==> src/twgd_pkg.sv <==
`timescale 1ns / 1ps
// ----------------------------------------------------------------------------
// twgd_pkg: shared types and constants of the touch wheel gesture decoder
// item kinds, result codes, register indexes, reset values, arctangent table
// ----------------------------------------------------------------------------
package twgd_pkg;

  // default angle resolution in bits of one turn
  localparam int unsigned ANGLE_BITS_DEFAULT = 16;

  // cordic iterations and table of atan(2^-i) in 32-bit turn units
  localparam int unsigned CORDIC_STEPS = 24;
  localparam logic [31:0] ATAN_TURN [CORDIC_STEPS] = '{
    32'h20000000, 32'h12E4051E, 32'h09FB385B, 32'h051111D4, 32'h028B0D43, 32'h0145D7E1,
    32'h00A2F61E, 32'h00517C55, 32'h0028BE53, 32'h00145F2F, 32'h000A2F98, 32'h000517CC,
    32'h00028BE6, 32'h000145F3, 32'h0000A2FA, 32'h0000517D, 32'h000028BE, 32'h0000145F,
    32'h00000A30, 32'h00000518, 32'h0000028C, 32'h00000146, 32'h000000A3, 32'h00000051
  };

  // minimum squared move distance for a rotation step
  localparam logic [18:0] MIN_MOVE_SQ = 19'd64;

  // queue between front and back
  localparam int unsigned QUEUE_DEPTH = 2;

  // configuration register indexes
  localparam int unsigned CFG_INDEX_W = 3;
  localparam logic [CFG_INDEX_W-1:0] REG_CENTER_X      = 3'd0;
  localparam logic [CFG_INDEX_W-1:0] REG_CENTER_Y      = 3'd1;
  localparam logic [CFG_INDEX_W-1:0] REG_INNER_RADIUS  = 3'd2;
  localparam logic [CFG_INDEX_W-1:0] REG_OUTER_RADIUS  = 3'd3;
  localparam logic [CFG_INDEX_W-1:0] REG_CENTER_RADIUS = 3'd4;
  localparam logic [CFG_INDEX_W-1:0] REG_DRIFT_LIMIT   = 3'd5;

  // register reset values
  localparam logic [7:0] CENTER_X_RESET      = 8'd128;
  localparam logic [7:0] CENTER_Y_RESET      = 8'd96;
  localparam logic [6:0] INNER_RADIUS_RESET  = 7'd24;
  localparam logic [6:0] OUTER_RADIUS_RESET  = 7'd76;
  localparam logic [6:0] CENTER_RADIUS_RESET = 7'd40;
  localparam logic [6:0] DRIFT_LIMIT_RESET   = 7'd40;

  // rotation codes
  localparam logic [1:0] ROT_NONE  = 2'd0;
  localparam logic [1:0] ROT_RIGHT = 2'd1;
  localparam logic [1:0] ROT_LEFT  = 2'd2;

  // button codes
  localparam logic [2:0] BTN_NONE    = 3'd0;
  localparam logic [2:0] BTN_CENTER  = 3'd1;
  localparam logic [2:0] BTN_MENU    = 3'd2;
  localparam logic [2:0] BTN_PLAY    = 3'd3;
  localparam logic [2:0] BTN_FORWARD = 3'd4;
  localparam logic [2:0] BTN_REWIND  = 3'd5;

  // what a sample means given the pen history
  typedef enum logic [1:0] {
    KIND_HOVER,   // pen up while already up
    KIND_PRESS,   // first pen-down sample
    KIND_DRAG,    // pen-down sample while already down
    KIND_RELEASE  // pen lifted after being down
  } kind_e;

  // one classified sample, coordinates relative to the wheel center
  typedef struct packed {
    kind_e              kind;
    logic signed [8:0]  px;
    logic signed [8:0]  py;
  } item_t;

  // ring and tap settings used by the back end
  typedef struct packed {
    logic [6:0] inner_radius;
    logic [6:0] outer_radius;
    logic [6:0] center_button_radius;
    logic [6:0] tap_drift_limit;
  } cfg_t;

endpackage

==> src/twgd_front.sv <==
`timescale 1ns / 1ps
// ----------------------------------------------------------------------------
// twgd_front: sample intake
// tracks the pen, tags each sample by kind and moves it to center coordinates
// ----------------------------------------------------------------------------
module twgd_front (
  input  logic              clk_i,
  input  logic              rst_ni,
  input  logic              s_valid_i,
  output logic              s_ready_o,
  input  logic              pen_down_i,
  input  logic [7:0]        touch_x_i,
  input  logic [7:0]        touch_y_i,
  input  logic [7:0]        center_x_i,
  input  logic [7:0]        center_y_i,
  input  logic              full_i,
  output logic              push_o,
  output twgd_pkg::item_t   item_o
);

  logic pen_was_down_q;

  assign s_ready_o = !full_i;
  assign push_o    = s_valid_i && !full_i;

  always_comb begin
    item_o.px = $signed({1'b0, touch_x_i}) - $signed({1'b0, center_x_i});
    item_o.py = $signed({1'b0, touch_y_i}) - $signed({1'b0, center_y_i});
    if (pen_down_i) begin
      item_o.kind = pen_was_down_q ? twgd_pkg::KIND_DRAG : twgd_pkg::KIND_PRESS;
    end else begin
      item_o.kind = pen_was_down_q ? twgd_pkg::KIND_RELEASE : twgd_pkg::KIND_HOVER;
    end
  end

  always_ff @(posedge clk_i or negedge rst_ni) begin
    if (!rst_ni) begin
      pen_was_down_q <= 1'b0;
    end else if (push_o) begin
      pen_was_down_q <= pen_down_i;
    end
  end

endmodule

==> src/twgd_queue.sv <==
`timescale 1ns / 1ps
// ----------------------------------------------------------------------------
// twgd_queue: short fifo between front and back
// decouples sample intake from the per-sample evaluation
// ----------------------------------------------------------------------------
module twgd_queue (
  input  logic              clk_i,
  input  logic              rst_ni,
  input  logic              push_i,
  input  twgd_pkg::item_t   item_i,
  output logic              full_o,
  output logic              valid_o,
  input  logic              ready_i,
  output twgd_pkg::item_t   item_o
);

  localparam int unsigned PTR_W = (twgd_pkg::QUEUE_DEPTH > 1) ?
                                  $clog2(twgd_pkg::QUEUE_DEPTH) : 1;
  localparam int unsigned CNT_W = $clog2(twgd_pkg::QUEUE_DEPTH + 1);
  localparam logic [PTR_W-1:0] LAST_PTR = PTR_W'(twgd_pkg::QUEUE_DEPTH - 1);
  localparam logic [CNT_W-1:0] FULL_CNT = CNT_W'(twgd_pkg::QUEUE_DEPTH);

  twgd_pkg::item_t    entries_q [twgd_pkg::QUEUE_DEPTH];
  logic [PTR_W-1:0]   wr_ptr_q;
  logic [PTR_W-1:0]   rd_ptr_q;
  logic [CNT_W-1:0]   count_q;
  logic               pop;

  assign full_o  = (count_q == FULL_CNT);
  assign valid_o = (count_q != '0);
  assign item_o  = entries_q[rd_ptr_q];
  assign pop     = valid_o && ready_i;

  always_ff @(posedge clk_i) begin
    if (push_i) begin
      entries_q[wr_ptr_q] <= item_i;
    end
  end

  always_ff @(posedge clk_i or negedge rst_ni) begin
    if (!rst_ni) begin
      wr_ptr_q <= '0;
      rd_ptr_q <= '0;
      count_q  <= '0;
    end else begin
      if (push_i) begin
        wr_ptr_q <= (wr_ptr_q == LAST_PTR) ? '0 : wr_ptr_q + PTR_W'(1);
      end
      if (pop) begin
        rd_ptr_q <= (rd_ptr_q == LAST_PTR) ? '0 : rd_ptr_q + PTR_W'(1);
      end
      if (push_i && !pop) begin
        count_q <= count_q + CNT_W'(1);
      end else if (pop && !push_i) begin
        count_q <= count_q - CNT_W'(1);
      end
    end
  end

endmodule

==> src/twgd_cordic.sv <==
`timescale 1ns / 1ps
// ----------------------------------------------------------------------------
// twgd_cordic: iterative vectoring cordic
// one micro-rotation per cycle, angle of (x, y) as a fraction of a turn
// ----------------------------------------------------------------------------
module twgd_cordic #(
  parameter int unsigned ANGLE_BITS = twgd_pkg::ANGLE_BITS_DEFAULT
) (
  input  logic                   clk_i,
  input  logic                   rst_ni,
  input  logic                   start_i,
  input  logic signed [8:0]      x_i,
  input  logic signed [8:0]      y_i,
  output logic                   done_o,
  output logic [ANGLE_BITS-1:0]  angle_o
);

  localparam int unsigned STEP_W = $clog2(twgd_pkg::CORDIC_STEPS);
  localparam logic [STEP_W-1:0] LAST_STEP = STEP_W'(twgd_pkg::CORDIC_STEPS - 1);
  localparam logic [31:0] ROUND_BIT = 32'd1 << (31 - ANGLE_BITS);
  localparam logic [31:0] HALF_TURN = 32'h8000_0000;

  logic                busy_q;
  logic                done_q;
  logic                zero_q;
  logic [STEP_W-1:0]   step_q;
  logic signed [27:0]  cx_q;
  logic signed [27:0]  cy_q;
  logic [31:0]         acc_q;

  logic signed [27:0]  x_ext;
  logic signed [27:0]  y_ext;
  logic signed [27:0]  sx;
  logic signed [27:0]  sy;
  logic                cy_pos;
  logic [31:0]         acc_rnd;

  assign x_ext   = {{3{x_i[8]}}, x_i, 16'b0};
  assign y_ext   = {{3{y_i[8]}}, y_i, 16'b0};
  assign sx      = cx_q >>> step_q;
  assign sy      = cy_q >>> step_q;
  assign cy_pos  = !cy_q[27] && (cy_q != '0);
  assign acc_rnd = acc_q + ROUND_BIT;
  assign angle_o = zero_q ? '0 : acc_rnd[31 -: ANGLE_BITS];
  assign done_o  = done_q;

  always_ff @(posedge clk_i or negedge rst_ni) begin
    if (!rst_ni) begin
      busy_q <= 1'b0;
      done_q <= 1'b0;
      step_q <= '0;
    end else begin
      done_q <= 1'b0;
      if (start_i) begin
        busy_q <= 1'b1;
        step_q <= '0;
      end else if (busy_q) begin
        if (step_q == LAST_STEP) begin
          busy_q <= 1'b0;
          done_q <= 1'b1;
        end else begin
          step_q <= step_q + STEP_W'(1);
        end
      end
    end
  end

  always_ff @(posedge clk_i) begin
    if (start_i) begin
      zero_q <= (x_i == '0) && (y_i == '0);
      // left half plane: pre-rotate by half a turn
      if (x_i[8]) begin
        cx_q  <= 28'(-x_ext);
        cy_q  <= 28'(-y_ext);
        acc_q <= HALF_TURN;
      end else begin
        cx_q  <= x_ext;
        cy_q  <= y_ext;
        acc_q <= '0;
      end
    end else if (busy_q) begin
      if (cy_pos) begin
        cx_q  <= cx_q + sy;
        cy_q  <= cy_q - sx;
        acc_q <= acc_q + twgd_pkg::ATAN_TURN[step_q];
      end else begin
        cx_q  <= cx_q - sy;
        cy_q  <= cy_q + sx;
        acc_q <= acc_q - twgd_pkg::ATAN_TURN[step_q];
      end
    end
  end

endmodule

==> src/twgd_back.sv <==
`timescale 1ns / 1ps
// ----------------------------------------------------------------------------
// twgd_back: gesture evaluation
// ring test, move test, angle step and tap classification, one sample at a time
// ----------------------------------------------------------------------------
module twgd_back #(
  parameter int unsigned ANGLE_BITS = twgd_pkg::ANGLE_BITS_DEFAULT
) (
  input  logic              clk_i,
  input  logic              rst_ni,
  input  logic              item_valid_i,
  output logic              item_ready_o,
  input  twgd_pkg::item_t   item_i,
  input  twgd_pkg::cfg_t    cfg_i,
  output logic              res_valid_o,
  input  logic              res_ready_i,
  output logic [1:0]        rotation_o,
  output logic [2:0]        button_o
);

  localparam logic [2:0] ST_IDLE   = 3'd0;
  localparam logic [2:0] ST_PREP   = 3'd1;
  localparam logic [2:0] ST_SQUARE = 3'd2;
  localparam logic [2:0] ST_DECIDE = 3'd3;
  localparam logic [2:0] ST_ANGLE  = 3'd4;
  localparam logic [2:0] ST_STEP   = 3'd5;

  localparam int unsigned UW = ANGLE_BITS + 5;
  localparam logic [UW-1:0] T_1  = {5'd1,  {ANGLE_BITS{1'b0}}};
  localparam logic [UW-1:0] T_10 = {5'd10, {ANGLE_BITS{1'b0}}};
  localparam logic [UW-1:0] T_17 = {5'd17, {ANGLE_BITS{1'b0}}};

  function automatic logic [7:0] mag9(input logic signed [8:0] v);
    logic [8:0] n;
    begin
      n = v[8] ? 9'(-v) : 9'(v);
      return n[7:0];
    end
  endfunction

  function automatic logic [8:0] mag10(input logic signed [9:0] v);
    logic [9:0] n;
    begin
      n = v[9] ? 10'(-v) : 10'(v);
      return n[8:0];
    end
  endfunction

  // control and gesture state
  logic [2:0]         state_q;
  logic               out_valid_q;
  logic [1:0]         rot_q;
  logic [2:0]         btn_q;
  logic               in_ring_q;
  logic               rotated_q;
  logic signed [8:0]  anchor_x_q;
  logic signed [8:0]  anchor_y_q;
  logic signed [8:0]  press_x_q;
  logic signed [8:0]  press_y_q;
  logic signed [8:0]  last_x_q;
  logic signed [8:0]  last_y_q;

  // working registers of the current sample
  twgd_pkg::item_t    cur_q;
  logic signed [8:0]  va_x_q;
  logic signed [8:0]  va_y_q;
  logic signed [9:0]  vm_x_q;
  logic signed [9:0]  vm_y_q;
  logic               tap_ok_q;
  logic [15:0]        sqa_x_q;
  logic [15:0]        sqa_y_q;
  logic [17:0]        sqm_x_q;
  logic [17:0]        sqm_y_q;
  logic [13:0]        ir_sq_q;
  logic [13:0]        or_sq_q;
  logic [13:0]        cb_sq_q;
  logic [ANGLE_BITS-1:0] ang_new_q;
  logic [ANGLE_BITS-1:0] ang_anc_q;

  // prep stage
  logic signed [8:0]  anc_x;
  logic signed [8:0]  anc_y;
  logic signed [9:0]  sum_x;
  logic signed [9:0]  sum_y;
  logic signed [9:0]  mid_x;
  logic signed [9:0]  mid_y;
  logic signed [9:0]  dft_x;
  logic signed [9:0]  dft_y;
  logic               drift_ok;

  // decide stage
  logic [16:0]        dist_sq;
  logic [18:0]        move_sq;
  logic               outside;
  logic               center_hit;
  logic               move_ok;
  logic [7:0]         ax;
  logic [7:0]         ay;
  logic [2:0]         btn_class;

  // step stage
  logic [ANGLE_BITS-1:0] u;
  logic [UW-1:0]      u18;
  logic [1:0]         rot_step;

  // cordic lanes
  logic               cordic_start;
  logic               done_new;
  logic               done_anc;
  logic [ANGLE_BITS-1:0] angle_new;
  logic [ANGLE_BITS-1:0] angle_anc;

  assign item_ready_o = (state_q == ST_IDLE) && !out_valid_q;
  assign res_valid_o  = out_valid_q;
  assign rotation_o   = rot_q;
  assign button_o     = btn_q;

  // prep: anchor as seen by this sample, release midpoint and drift
  always_comb begin
    anc_x    = (cur_q.kind == twgd_pkg::KIND_PRESS) ? cur_q.px : anchor_x_q;
    anc_y    = (cur_q.kind == twgd_pkg::KIND_PRESS) ? cur_q.py : anchor_y_q;
    sum_x    = 10'(press_x_q) + 10'(last_x_q);
    sum_y    = 10'(press_y_q) + 10'(last_y_q);
    mid_x    = (sum_x + 10'(sum_x[9])) >>> 1;
    mid_y    = (sum_y + 10'(sum_y[9])) >>> 1;
    dft_x    = 10'(press_x_q) - 10'(last_x_q);
    dft_y    = 10'(press_y_q) - 10'(last_y_q);
    drift_ok = (mag10(dft_x) < {2'b0, cfg_i.tap_drift_limit}) &&
               (mag10(dft_y) < {2'b0, cfg_i.tap_drift_limit});
  end

  // decide: ring test, move test and tap class
  always_comb begin
    dist_sq    = {1'b0, sqa_x_q} + {1'b0, sqa_y_q};
    move_sq    = {1'b0, sqm_x_q} + {1'b0, sqm_y_q};
    outside    = (dist_sq > {3'b0, or_sq_q}) || (dist_sq < {3'b0, ir_sq_q});
    center_hit = (dist_sq <= {3'b0, cb_sq_q});
    move_ok    = (move_sq >= twgd_pkg::MIN_MOVE_SQ);
    ax         = mag9(va_x_q);
    ay         = mag9(va_y_q);
    if (center_hit) begin
      btn_class = twgd_pkg::BTN_CENTER;
    end else if (outside) begin
      btn_class = twgd_pkg::BTN_NONE;
    end else if (ay > ax) begin
      btn_class = va_y_q[8] ? twgd_pkg::BTN_MENU : twgd_pkg::BTN_PLAY;
    end else if (va_x_q[8]) begin
      btn_class = twgd_pkg::BTN_REWIND;
    end else if (va_x_q != '0) begin
      btn_class = twgd_pkg::BTN_FORWARD;
    end else begin
      btn_class = twgd_pkg::BTN_NONE;
    end
    cordic_start = (state_q == ST_DECIDE) && (cur_q.kind != twgd_pkg::KIND_RELEASE) &&
                   !outside && in_ring_q && move_ok;
  end

  // step: angle difference in turn units, times 18 against the sector bounds
  always_comb begin
    u   = ang_new_q - ang_anc_q;
    u18 = ({5'b0, u} << 4) + ({5'b0, u} << 1);
    if ((u18 > T_1) && (u18 < T_10)) begin
      rot_step = twgd_pkg::ROT_RIGHT;
    end else if ((u18 >= T_10) && (u18 < T_17)) begin
      rot_step = twgd_pkg::ROT_LEFT;
    end else begin
      rot_step = twgd_pkg::ROT_NONE;
    end
  end

  twgd_cordic #(
    .ANGLE_BITS (ANGLE_BITS)
  ) u_cordic_new (
    .clk_i   (clk_i),
    .rst_ni  (rst_ni),
    .start_i (cordic_start),
    .x_i     (cur_q.px),
    .y_i     (cur_q.py),
    .done_o  (done_new),
    .angle_o (angle_new)
  );

  twgd_cordic #(
    .ANGLE_BITS (ANGLE_BITS)
  ) u_cordic_anc (
    .clk_i   (clk_i),
    .rst_ni  (rst_ni),
    .start_i (cordic_start),
    .x_i     (anchor_x_q),
    .y_i     (anchor_y_q),
    .done_o  (done_anc),
    .angle_o (angle_anc)
  );

  // payload registers
  always_ff @(posedge clk_i) begin
    ir_sq_q <= cfg_i.inner_radius * cfg_i.inner_radius;
    or_sq_q <= cfg_i.outer_radius * cfg_i.outer_radius;
    cb_sq_q <= cfg_i.center_button_radius * cfg_i.center_button_radius;
    if (item_valid_i && item_ready_o) begin
      cur_q <= item_i;
    end
    if (state_q == ST_PREP) begin
      if (cur_q.kind == twgd_pkg::KIND_RELEASE) begin
        va_x_q <= mid_x[8:0];
        va_y_q <= mid_y[8:0];
      end else begin
        va_x_q <= cur_q.px;
        va_y_q <= cur_q.py;
      end
      vm_x_q   <= 10'(cur_q.px) - 10'(anc_x);
      vm_y_q   <= 10'(cur_q.py) - 10'(anc_y);
      tap_ok_q <= !rotated_q && drift_ok;
    end
    if (state_q == ST_SQUARE) begin
      sqa_x_q <= mag9(va_x_q) * mag9(va_x_q);
      sqa_y_q <= mag9(va_y_q) * mag9(va_y_q);
      sqm_x_q <= mag10(vm_x_q) * mag10(vm_x_q);
      sqm_y_q <= mag10(vm_y_q) * mag10(vm_y_q);
    end
    if ((state_q == ST_ANGLE) && done_new && done_anc) begin
      ang_new_q <= angle_new;
      ang_anc_q <= angle_anc;
    end
  end

  // sequencer and gesture state
  always_ff @(posedge clk_i or negedge rst_ni) begin
    if (!rst_ni) begin
      state_q     <= ST_IDLE;
      out_valid_q <= 1'b0;
      rot_q       <= twgd_pkg::ROT_NONE;
      btn_q       <= twgd_pkg::BTN_NONE;
      in_ring_q   <= 1'b0;
      rotated_q   <= 1'b0;
      anchor_x_q  <= '0;
      anchor_y_q  <= '0;
      press_x_q   <= '0;
      press_y_q   <= '0;
      last_x_q    <= '0;
      last_y_q    <= '0;
    end else begin
      if (out_valid_q && res_ready_i) begin
        out_valid_q <= 1'b0;
      end
      case (state_q)
        ST_IDLE: begin
          if (item_valid_i && item_ready_o) begin
            state_q <= ST_PREP;
          end
        end
        ST_PREP: begin
          case (cur_q.kind)
            twgd_pkg::KIND_HOVER: begin
              out_valid_q <= 1'b1;
              rot_q       <= twgd_pkg::ROT_NONE;
              btn_q       <= twgd_pkg::BTN_NONE;
              state_q     <= ST_IDLE;
            end
            twgd_pkg::KIND_PRESS: begin
              press_x_q  <= cur_q.px;
              press_y_q  <= cur_q.py;
              anchor_x_q <= cur_q.px;
              anchor_y_q <= cur_q.py;
              rotated_q  <= 1'b0;
              state_q    <= ST_SQUARE;
            end
            default: begin
              state_q <= ST_SQUARE;
            end
          endcase
        end
        ST_SQUARE: begin
          state_q <= ST_DECIDE;
        end
        ST_DECIDE: begin
          if (cur_q.kind == twgd_pkg::KIND_RELEASE) begin
            out_valid_q <= 1'b1;
            rot_q       <= twgd_pkg::ROT_NONE;
            btn_q       <= tap_ok_q ? btn_class : twgd_pkg::BTN_NONE;
            in_ring_q   <= 1'b0;
            state_q     <= ST_IDLE;
          end else begin
            last_x_q <= cur_q.px;
            last_y_q <= cur_q.py;
            if (cordic_start) begin
              state_q <= ST_ANGLE;
            end else begin
              if (outside) begin
                in_ring_q <= 1'b0;
              end else if (!in_ring_q) begin
                // entering the ring re-anchors without a step
                in_ring_q  <= 1'b1;
                anchor_x_q <= cur_q.px;
                anchor_y_q <= cur_q.py;
              end
              out_valid_q <= 1'b1;
              rot_q       <= twgd_pkg::ROT_NONE;
              btn_q       <= twgd_pkg::BTN_NONE;
              state_q     <= ST_IDLE;
            end
          end
        end
        ST_ANGLE: begin
          if (done_new && done_anc) begin
            state_q <= ST_STEP;
          end
        end
        ST_STEP: begin
          if (rot_step != twgd_pkg::ROT_NONE) begin
            anchor_x_q <= cur_q.px;
            anchor_y_q <= cur_q.py;
            rotated_q  <= 1'b1;
          end
          out_valid_q <= 1'b1;
          rot_q       <= rot_step;
          btn_q       <= twgd_pkg::BTN_NONE;
          state_q     <= ST_IDLE;
        end
        default: begin
          state_q <= ST_IDLE;
        end
      endcase
    end
  end

endmodule

==> src/touch_wheel_gesture_decoder.sv <==
`timescale 1ns / 1ps
// ----------------------------------------------------------------------------
// touch_wheel_gesture_decoder: touch samples to click-wheel events
// one result beat per sample beat: rotation steps while dragging in the ring,
// a button code on release of a short tap
// ----------------------------------------------------------------------------
//
//  channel   dir   handshake                      payload
//  -------   ---   ---------                      -------
//  s_axis    in    s_axis_tvalid / s_axis_tready  tdata: touch_x, touch_y; tuser: pen_down
//  m_axis    out   m_axis_tvalid / m_axis_tready  tdata: rotation, button
//  cfg       in    cfg_valid_i / cfg_ready_o      cfg_index_i, cfg_data_i
//
//  a sample goes from queue to result register through the prep, square and
//  decide states (pen up while up ends in prep); when the move test passes,
//  two cordic lanes run 24 micro-rotations in parallel, followed by the angle
//  hand-off and step states; the two-entry queue keeps taking sample beats,
//  until full, while the back end works or a result beat waits on m_axis_tready
//  reset clears the queue, the pen and ring state and loads the register
//  defaults; cfg writes are always taken
//
module touch_wheel_gesture_decoder #(
  parameter int unsigned ANGLE_BITS = twgd_pkg::ANGLE_BITS_DEFAULT
) (
  input  logic                              clk_i,
  input  logic                              rst_ni,
  // sample stream
  input  logic                              s_axis_tvalid,
  output logic                              s_axis_tready,
  input  logic [15:0]                       s_axis_tdata,   // [7:0] touch_x, [15:8] touch_y
  input  logic                              s_axis_tuser,   // [0] pen_down
  // event stream
  output logic                              m_axis_tvalid,
  input  logic                              m_axis_tready,
  output logic [7:0]                        m_axis_tdata,   // [1:0] rotation, [4:2] button
  // register writes
  input  logic                              cfg_valid_i,
  output logic                              cfg_ready_o,
  input  logic [twgd_pkg::CFG_INDEX_W-1:0]  cfg_index_i,
  input  logic [7:0]                        cfg_data_i
);

  // configuration registers
  logic [7:0]       center_x_q;
  logic [7:0]       center_y_q;
  twgd_pkg::cfg_t   cfg_q;

  // front to queue
  logic             push;
  logic             q_full;
  twgd_pkg::item_t  front_item;

  // queue to back
  logic             q_valid;
  logic             q_ready;
  twgd_pkg::item_t  q_item;

  // result fields
  logic [1:0]       rotation;
  logic [2:0]       button;

  assign cfg_ready_o = 1'b1;

  // unknown indexes fall through and are ignored
  always_ff @(posedge clk_i or negedge rst_ni) begin
    if (!rst_ni) begin
      center_x_q                 <= twgd_pkg::CENTER_X_RESET;
      center_y_q                 <= twgd_pkg::CENTER_Y_RESET;
      cfg_q.inner_radius         <= twgd_pkg::INNER_RADIUS_RESET;
      cfg_q.outer_radius         <= twgd_pkg::OUTER_RADIUS_RESET;
      cfg_q.center_button_radius <= twgd_pkg::CENTER_RADIUS_RESET;
      cfg_q.tap_drift_limit      <= twgd_pkg::DRIFT_LIMIT_RESET;
    end else if (cfg_valid_i && cfg_ready_o) begin
      case (cfg_index_i)
        twgd_pkg::REG_CENTER_X:      center_x_q                 <= cfg_data_i;
        twgd_pkg::REG_CENTER_Y:      center_y_q                 <= cfg_data_i;
        twgd_pkg::REG_INNER_RADIUS:  cfg_q.inner_radius         <= cfg_data_i[6:0];
        twgd_pkg::REG_OUTER_RADIUS:  cfg_q.outer_radius         <= cfg_data_i[6:0];
        twgd_pkg::REG_CENTER_RADIUS: cfg_q.center_button_radius <= cfg_data_i[6:0];
        twgd_pkg::REG_DRIFT_LIMIT:   cfg_q.tap_drift_limit      <= cfg_data_i[6:0];
        default: begin
        end
      endcase
    end
  end

  // intake: pen tracking and center-relative coordinates
  twgd_front u_front (
    .clk_i      (clk_i),
    .rst_ni     (rst_ni),
    .s_valid_i  (s_axis_tvalid),
    .s_ready_o  (s_axis_tready),
    .pen_down_i (s_axis_tuser),
    .touch_x_i  (s_axis_tdata[7:0]),
    .touch_y_i  (s_axis_tdata[15:8]),
    .center_x_i (center_x_q),
    .center_y_i (center_y_q),
    .full_i     (q_full),
    .push_o     (push),
    .item_o     (front_item)
  );

  // decoupling fifo
  twgd_queue u_queue (
    .clk_i   (clk_i),
    .rst_ni  (rst_ni),
    .push_i  (push),
    .item_i  (front_item),
    .full_o  (q_full),
    .valid_o (q_valid),
    .ready_i (q_ready),
    .item_o  (q_item)
  );

  // evaluation and result register
  twgd_back #(
    .ANGLE_BITS (ANGLE_BITS)
  ) u_back (
    .clk_i        (clk_i),
    .rst_ni       (rst_ni),
    .item_valid_i (q_valid),
    .item_ready_o (q_ready),
    .item_i       (q_item),
    .cfg_i        (cfg_q),
    .res_valid_o  (m_axis_tvalid),
    .res_ready_i  (m_axis_tready),
    .rotation_o   (rotation),
    .button_o     (button)
  );

  assign m_axis_tdata = {3'b000, button, rotation};

endmodule

==> config.mk <==
export PLATFORM = sky130hd
export DESIGN_NAME = touch_wheel_gesture_decoder
export DESIGN_NICKNAME = d
export VERILOG_FILES = /design/src/twgd_pkg.sv /design/src/twgd_front.sv /design/src/twgd_queue.sv /design/src/twgd_cordic.sv /design/src/twgd_back.sv /design/src/touch_wheel_gesture_decoder.sv
export SDC_FILE = /design/constraint.sdc
export NUM_CORES = 2
export LEC_CHECK = 0
export BUFFER_PORTS_ARGS = -buffer_cell sky130_fd_sc_hd__buf_2
export CAP_MARGIN = 20
export CORE_MARGIN = 3
export CORE_UTILIZATION = 55
export CTS_CLUSTER_SIZE = 24
export DETAILED_ROUTE_END_ITERATION = 6
export PLACE_DENSITY = 0.76
export SETUP_SLACK_MARGIN = 0.2
export SYNTH_ARGS = -nofsm -noshare
export SYNTH_HDL_FRONTEND = slang
export SYNTH_HIERARCHICAL = 1
export SYNTH_SLANG_ARGS = --single-unit
==> constraint.sdc <==
create_clock -name clk_i -period 19.1 [get_ports clk_i]
set_input_delay 4.775 -clock clk_i [delete_from_list [all_inputs] [get_ports clk_i]]
set_output_delay 4.775 -clock clk_i [all_outputs]
set_load 0.01 [all_outputs]
# == Word level (Yosys, flattened, before mapping) ==
# Memories as Yosys holds them, arrays and structs flattened. A register that Yosys moved wholly into a read port is not among the register bits.
# Index checks and enable logic that the tools add are counted.
# word_totals
mem_bits_rw,40
word_cells,326
register_bits,487
memories,3
romBits,2048
output_inout_bits,11
input_bits,33
# classes
shift,4
mul,7
add_sub_neg,44
bitwise,3
magnitude_cmp,13
mux,111
reduce_logical,62
n_eq_ne,29
# memory_table
name,depth,word_bits,read_ports,rd_clocked_by_memory_dff,wr,line,rtl
(no name shown),32,32,1,0,0,twgd_cordic.sv:89,acc_q <= acc_q - twgd_pkg::ATAN_TURN[step_q];
(no name shown),32,32,1,0,0,twgd_cordic.sv:89,
u_queue.entries_q,2,20,1,1,1,twgd_queue.sv:23,twgd_pkg::item_t entries_q [twgd_pkg::QUEUE_DEPTH];
# ops
operator,n
28-bit 2-to-1 mux,16
32-bit 2-to-1 mux,12
9-bit 2-to-1 mux,18
28-bit adder,4
25-bit negation with 28-bit output,4
28-bit by 5-bit >>> shifter with 28-bit output,4
28-bit subtractor,4
"32-bit by 16-bit adder with 32-bit output, second input constant",2
32-bit adder,2
32-bit subtractor,2
28-bit nonzero test,2
9-bit case mux with 3 select lines,2
7-bit by 7-bit multiplier with 14-bit output,3
9-bit by 9-bit subtractor with 10-bit output,4
3-bit 2-to-1 mux,13
9-bit zero test,4
9-bit by 9-bit multiplier with 18-bit output,2
9-bit negation,4
8-bit by 8-bit multiplier with 16-bit output,2
5-bit 2-to-1 mux,6
1-bit 2-to-1 mux,26
2-bit AND reduction,12
2-bit 2-to-1 mux,11
20-bit by 17-bit adder with 21-bit output,1
other kinds (49),113

# == Depth between registers and ports, before layout ==
# depth
depth_word,10
ltp_mapped,30
mapped_depth_nobuf,28

# == By module ==
# Netlist, hierarchy kept.
# modules_own_cells
module,n_inst,cells_per_inst,area_each_um2,seq_area_each_um2
twgd_back,1,2743,26117.5,7001.7
twgd_cordic (u_back.u_cordic_anc),1,1737,14786.7,2847.7
twgd_cordic (u_back.u_cordic_new),1,1629,13928.4,2847.7
touch_wheel_gesture_decoder,1,104,1740.4,1116.1
twgd_queue,1,78,1650.3,1301.2
twgd_front,1,102,770.7,25.0

# == Worst setup path after synthesis ==
# No wires, ideal clock.
# synth_path
path_type,input-to-reg
from,input port s_axis_tvalid
to,"memory u_queue/entries_q[0][0] (netlist bit), enable pin"
required_ns,18.701
setup_ns,0.399
n_path_buf,0
cell_stages,2
arrival_time_ns,6.037
slack_ns,12.664
path_cell_list,nor2b_1 nor2b_1
# synth_between
elab_chain_cells,3
# synth_rtl
item,line,rtl
"start, declared",touch_wheel_gesture_decoder.sv:28,"input logic s_axis_tvalid,"
1-bit logical AND,twgd_front.sv:24,assign push_o = s_valid_i && !full_i;
1-bit 2-to-1 mux,twgd_queue.sv:35,if (push_i) begin
1-bit 2-to-1 mux (not written as such),twgd_queue.sv:36,entries_q[wr_ptr_q] <= item_i;
"end, declared",twgd_queue.sv:23,
# Every way passes these cells.

# == Final worst setup path ==
# layout_path
from,register u_back.sqa_x_q[2]
to,"register u_back.u_cordic_new.cx_q[23], enable pin"
# layout_between
elab_chain_cells,8
word_cells_on_any_way,9
classes_between,1 x add/sub; 2 x order compare; 6 x reduce/logical
# layout_rtl
item,line,rtl
"start, declared",twgd_back.sv:70,logic [15:0] sqa_x_q;
"start signal, assigned",twgd_back.sv:216,sqa_x_q <= mag9(va_x_q) * mag9(va_x_q);
16-bit by 16-bit adder with 17-bit output (*),twgd_back.sv:134,"dist_sq = {1'b0, sqa_x_q} + {1'b0, sqa_y_q};"
17-bit by 14-bit greater-than comparator with 1-bit output or 17-bit by 14-bit less-than comparator with 1-bit output (tied branches),twgd_back.sv:136,"outside = (dist_sq > {3'b0, or_sq_q}) || (dist_sq < {3'b0, ir_sq_q});"
1-bit logical OR (*),twgd_back.sv:136,
1-bit zero test (*),twgd_back.sv:155,!outside && in_ring_q && move_ok;
1-bit logical AND (*),twgd_back.sv:154,cordic_start = (state_q == ST_DECIDE) && (cur_q.kind != twgd_pkg::KIND_RELEASE) &&
1-bit logical AND (*) (2 in a row),twgd_back.sv:155,
via u_back.cordic_start,twgd_back.sv:107,logic cordic_start;
2-bit nonzero test (no source line) (*),--,
"end signal, assigned",twgd_cordic.sv:77,cx_q <= x_ext;
"end signal, assigned",twgd_cordic.sv:83,cx_q <= cx_q + sy;
"end signal, assigned",twgd_cordic.sv:87,cx_q <= cx_q - sy;
"end, declared",twgd_cordic.sv:27,logic signed [27:0] cx_q;
# The timed path passes the listed nets; every way through them passes the cells marked *.
# A chain may end at the register's enable or synchronous reset.

==> out/qor.csv <==
metric,value,unit
status,"complete, no violations",
dp_hpwl,114500,um
syn_area_per_cell,9.228,sq um
syn_area,58990,sq um
drt_iter0_drc,4825,
die_w,333.5,um
crit_slowest_cell,buf_4,
synth_area_leader_cell,edfxtp_1,
synth_cells,6393,
root_buffer,clkbuf_16,
yosysWarnings,6,
grt_pass1_vias,47100,
synth_top_area_share,0.1888,
postCtsSetupBuffers,0,
grtUsageTotal,0.2728,
tritoncts_num_sinks,538,
timing.hold.ws,0.4926,ns
r2r_slack,10.52,ns
fmax,116.6,MHz
cts_inserted_buffers,66,
synthToLayoutAreaGrowth,5.743,%
clockBufferDepth,3,
clk_latency,0.68,ns
async_flop_share,0.2379,
fin_crit_sh,0.4490,
die_h,333.5,um
placementRows,119,
drt-pass1-iter-count,6,
seq_area_frac_synth,0.2566,
layout.nets,7104,
io_pins,44,
critical_path_class,register to register,
crit_path_start_kind,register,
fin_skew,0.06763,ns
hold_viol,0,
place_congestion,1.004,
synth_ff_type,edfxtp_1,
end_kind,register,
slew_headroom,0.2382,
wl_per_cell,19.91,um
worst_path_largest_cell_delay,0.81,ns
worstPathRequired,19.36,ns
final_max_slew_viol_count,0,
vias,48300,
coreArea,105900,sq um
rsz0062_at_grt,no,
route.detailed.drc,0,
ys_types,125,
start_util,0.5573,
synth_edf_count,371,
htreeDepth,3,
synth-seq-cells,538,
dieArea,111200,sq um
yosys-top-cells-area,"edfxtp_1 19%, ha_1 13%, fa_1 6.2%",
grt_pass1_wl,249600,um
design_area,62380,sq um
min_path_type,register to register,
setup-violations-final,0,
crit_top_cell,buf_4,
min_period,8.577,ns
tightest_slew,1.140,ns
vias_per_cell,6.238,
holdBufCountCts,0,
utilization,0.5893,
maxCapViolations,0,
arrival,8.83,ns
grt_max_degree,86,
wl,154200,um
ant_nets,0,
tns,0,ns
antenna_found_initial,2,
path_clk_slew,0.07,ns
placed_cell_area,60080,sq um
drive_gt1_frac,0.09512,
grt_overflow,0,
cp_max_fo,83,
cts_resized,0,
cts_tree,done,
io_buffers,39,
[worst max-delay path, delay by kind of cell (launching register included)]
family	cells	cell delay (ns)
compound gates	8	2.27
fa+ha+maj	3	0.71
buf+inv	6	3.00
flops	1	0.36
simple gates	8	1.71
[registers in the layout, indices dropped and copies added, names as in the netlist, 13 cells and up]
register / count
u_queue/entries_q: 40
u_back/u_cordic_anc/acc_q: 32
u_back/u_cordic_new/acc_q: 32
cfg_q: 28
u_back/u_cordic_anc/cx_q: 28
u_back/u_cordic_anc/cy_q: 28
u_back/u_cordic_new/cx_q: 28
u_back/u_cordic_new/cy_q: 28
u_back/cur_q: 20
u_back/ang_anc_q: 16
u_back/ang_new_q: 16
u_back/sqm_x_q: 16
u_back/sqm_y_q: 16
u_back/sqa_x_q: 15
u_back/sqa_y_q: 15
u_back/cb_sq_q: 13
u_back/ir_sq_q: 13
u_back/or_sq_q: 13
[path summary, 6_finish.rpt]
check / start / cells after the start / to
max: u_back/sqa_x_q[2]$_DFFE_PP_ / 25 / u_back/u_cordic_new/cx_q[23]$_DFFE_PP_
min: u_back/button_o[1]$_DFFE_PN0P_ / 1 / u_back/button_o[1]$_DFFE_PN0P_
max reg2reg: u_back/sqa_x_q[2]$_DFFE_PP_ / 25 / u_back/u_cordic_new/cx_q[23]$_DFFE_PP_
min reg2reg: u_back/button_o[1]$_DFFE_PN0P_ / 1 / u_back/button_o[1]$_DFFE_PN0P_
max in group asynchronous: rst_ni / 2 / u_back/u_cordic_anc/step_q[0]$_DFFE_PN0P_
min in group asynchronous: rst_ni / 1 / u_back/press_x_q[5]$_DFFE_PN0P_
[cells in the mapped netlist, drive strengths merged (128+ instances only)]
library cell / number
edfxtp: 371
xnor2: 353
nand2: 477
xor2: 219
o21ai: 321
a21o: 140
inv: 531
ha: 593
clkbuf: 128
buf: 128
mux4: 128
mux2: 159
fa: 182
a21oi: 418
nor2: 583
[routing by layer]
metal | part of all wire | vias up | track usage
met4 | 0.042 | 0 | 0.1100
met3 | 0.071 | 373 | 0.03818
met2 | 0.46 | 1832 | 0.4452
li1 | - | 22740 | -
met1 | 0.42 | 23350 | 0.3669
met5 | 0 | - | 0
[layout make-up]
type | count | area [sq um]
sequential | 538 | 15160
multi-input combinational | 5069 | 40620
fill | 9012 | 43480
clock buffer | 82 | 1742
antenna | 2 | 5.005
timing repair buffer | 86 | 554.3
tap | 1391 | 1740
clock inverter | 40 | 551.8
inverter | 535 | 2013
[logic make-up (layout without fill, tap and decap cells)]
group,count (synthesis),in the layout,share of synthesized area
and+or+nand+nor,1807,1807,0.1474
AOI/OAI and AO/OA,1497,1497,0.1666
buffers and inverters,791,743,0.05578
adders and majority gates,775,775,0.1875
xor gates and xnor gates,573,573,0.08543
DFF,538,538,0.2566
muxes,409,409,0.1004
other,3,10,0.0001909
[cell usage in the layout (no fill, tap or decap), drive strengths merged, types with 58 or more instances in the layout]
cell / synthesis / routed
ha: 593 / 593
nor2: 583 / 583
inv: 531 / 533
nand2: 477 / 477
a21oi: 418 / 418
edfxtp: 371 / 371
xnor2: 353 / 353
o21ai: 321 / 321
xor2: 219 / 219
fa: 182 / 182
mux2: 159 / 159
a21o: 140 / 140
mux4: 128 / 128
mux2i: 122 / 122
dfrtp: 116 / 116
nor2b: 105 / 105
nor3: 100 / 100
nand2b: 95 / 95
and2: 89 / 89
nand3: 88 / 88
buf: 128 / 86
clkbuf: 128 / 82
o21bai: 61 / 61
a211oi: 61 / 61
o21a: 58 / 58
[stage by stage]
step / std cells / setup WS (ns)
after detailed placement: 7619 / 10.65
after CTS: 7741 / 10.57
after global routing: 7741 / 9.876
after global placement: 7618 / 10.88
after floorplan: 6398 / 12.66
final: 7743 / 10.52
Power is not shown: default switching activity piles up to over one toggle a cycle in this logic, so the estimate is an artifact.
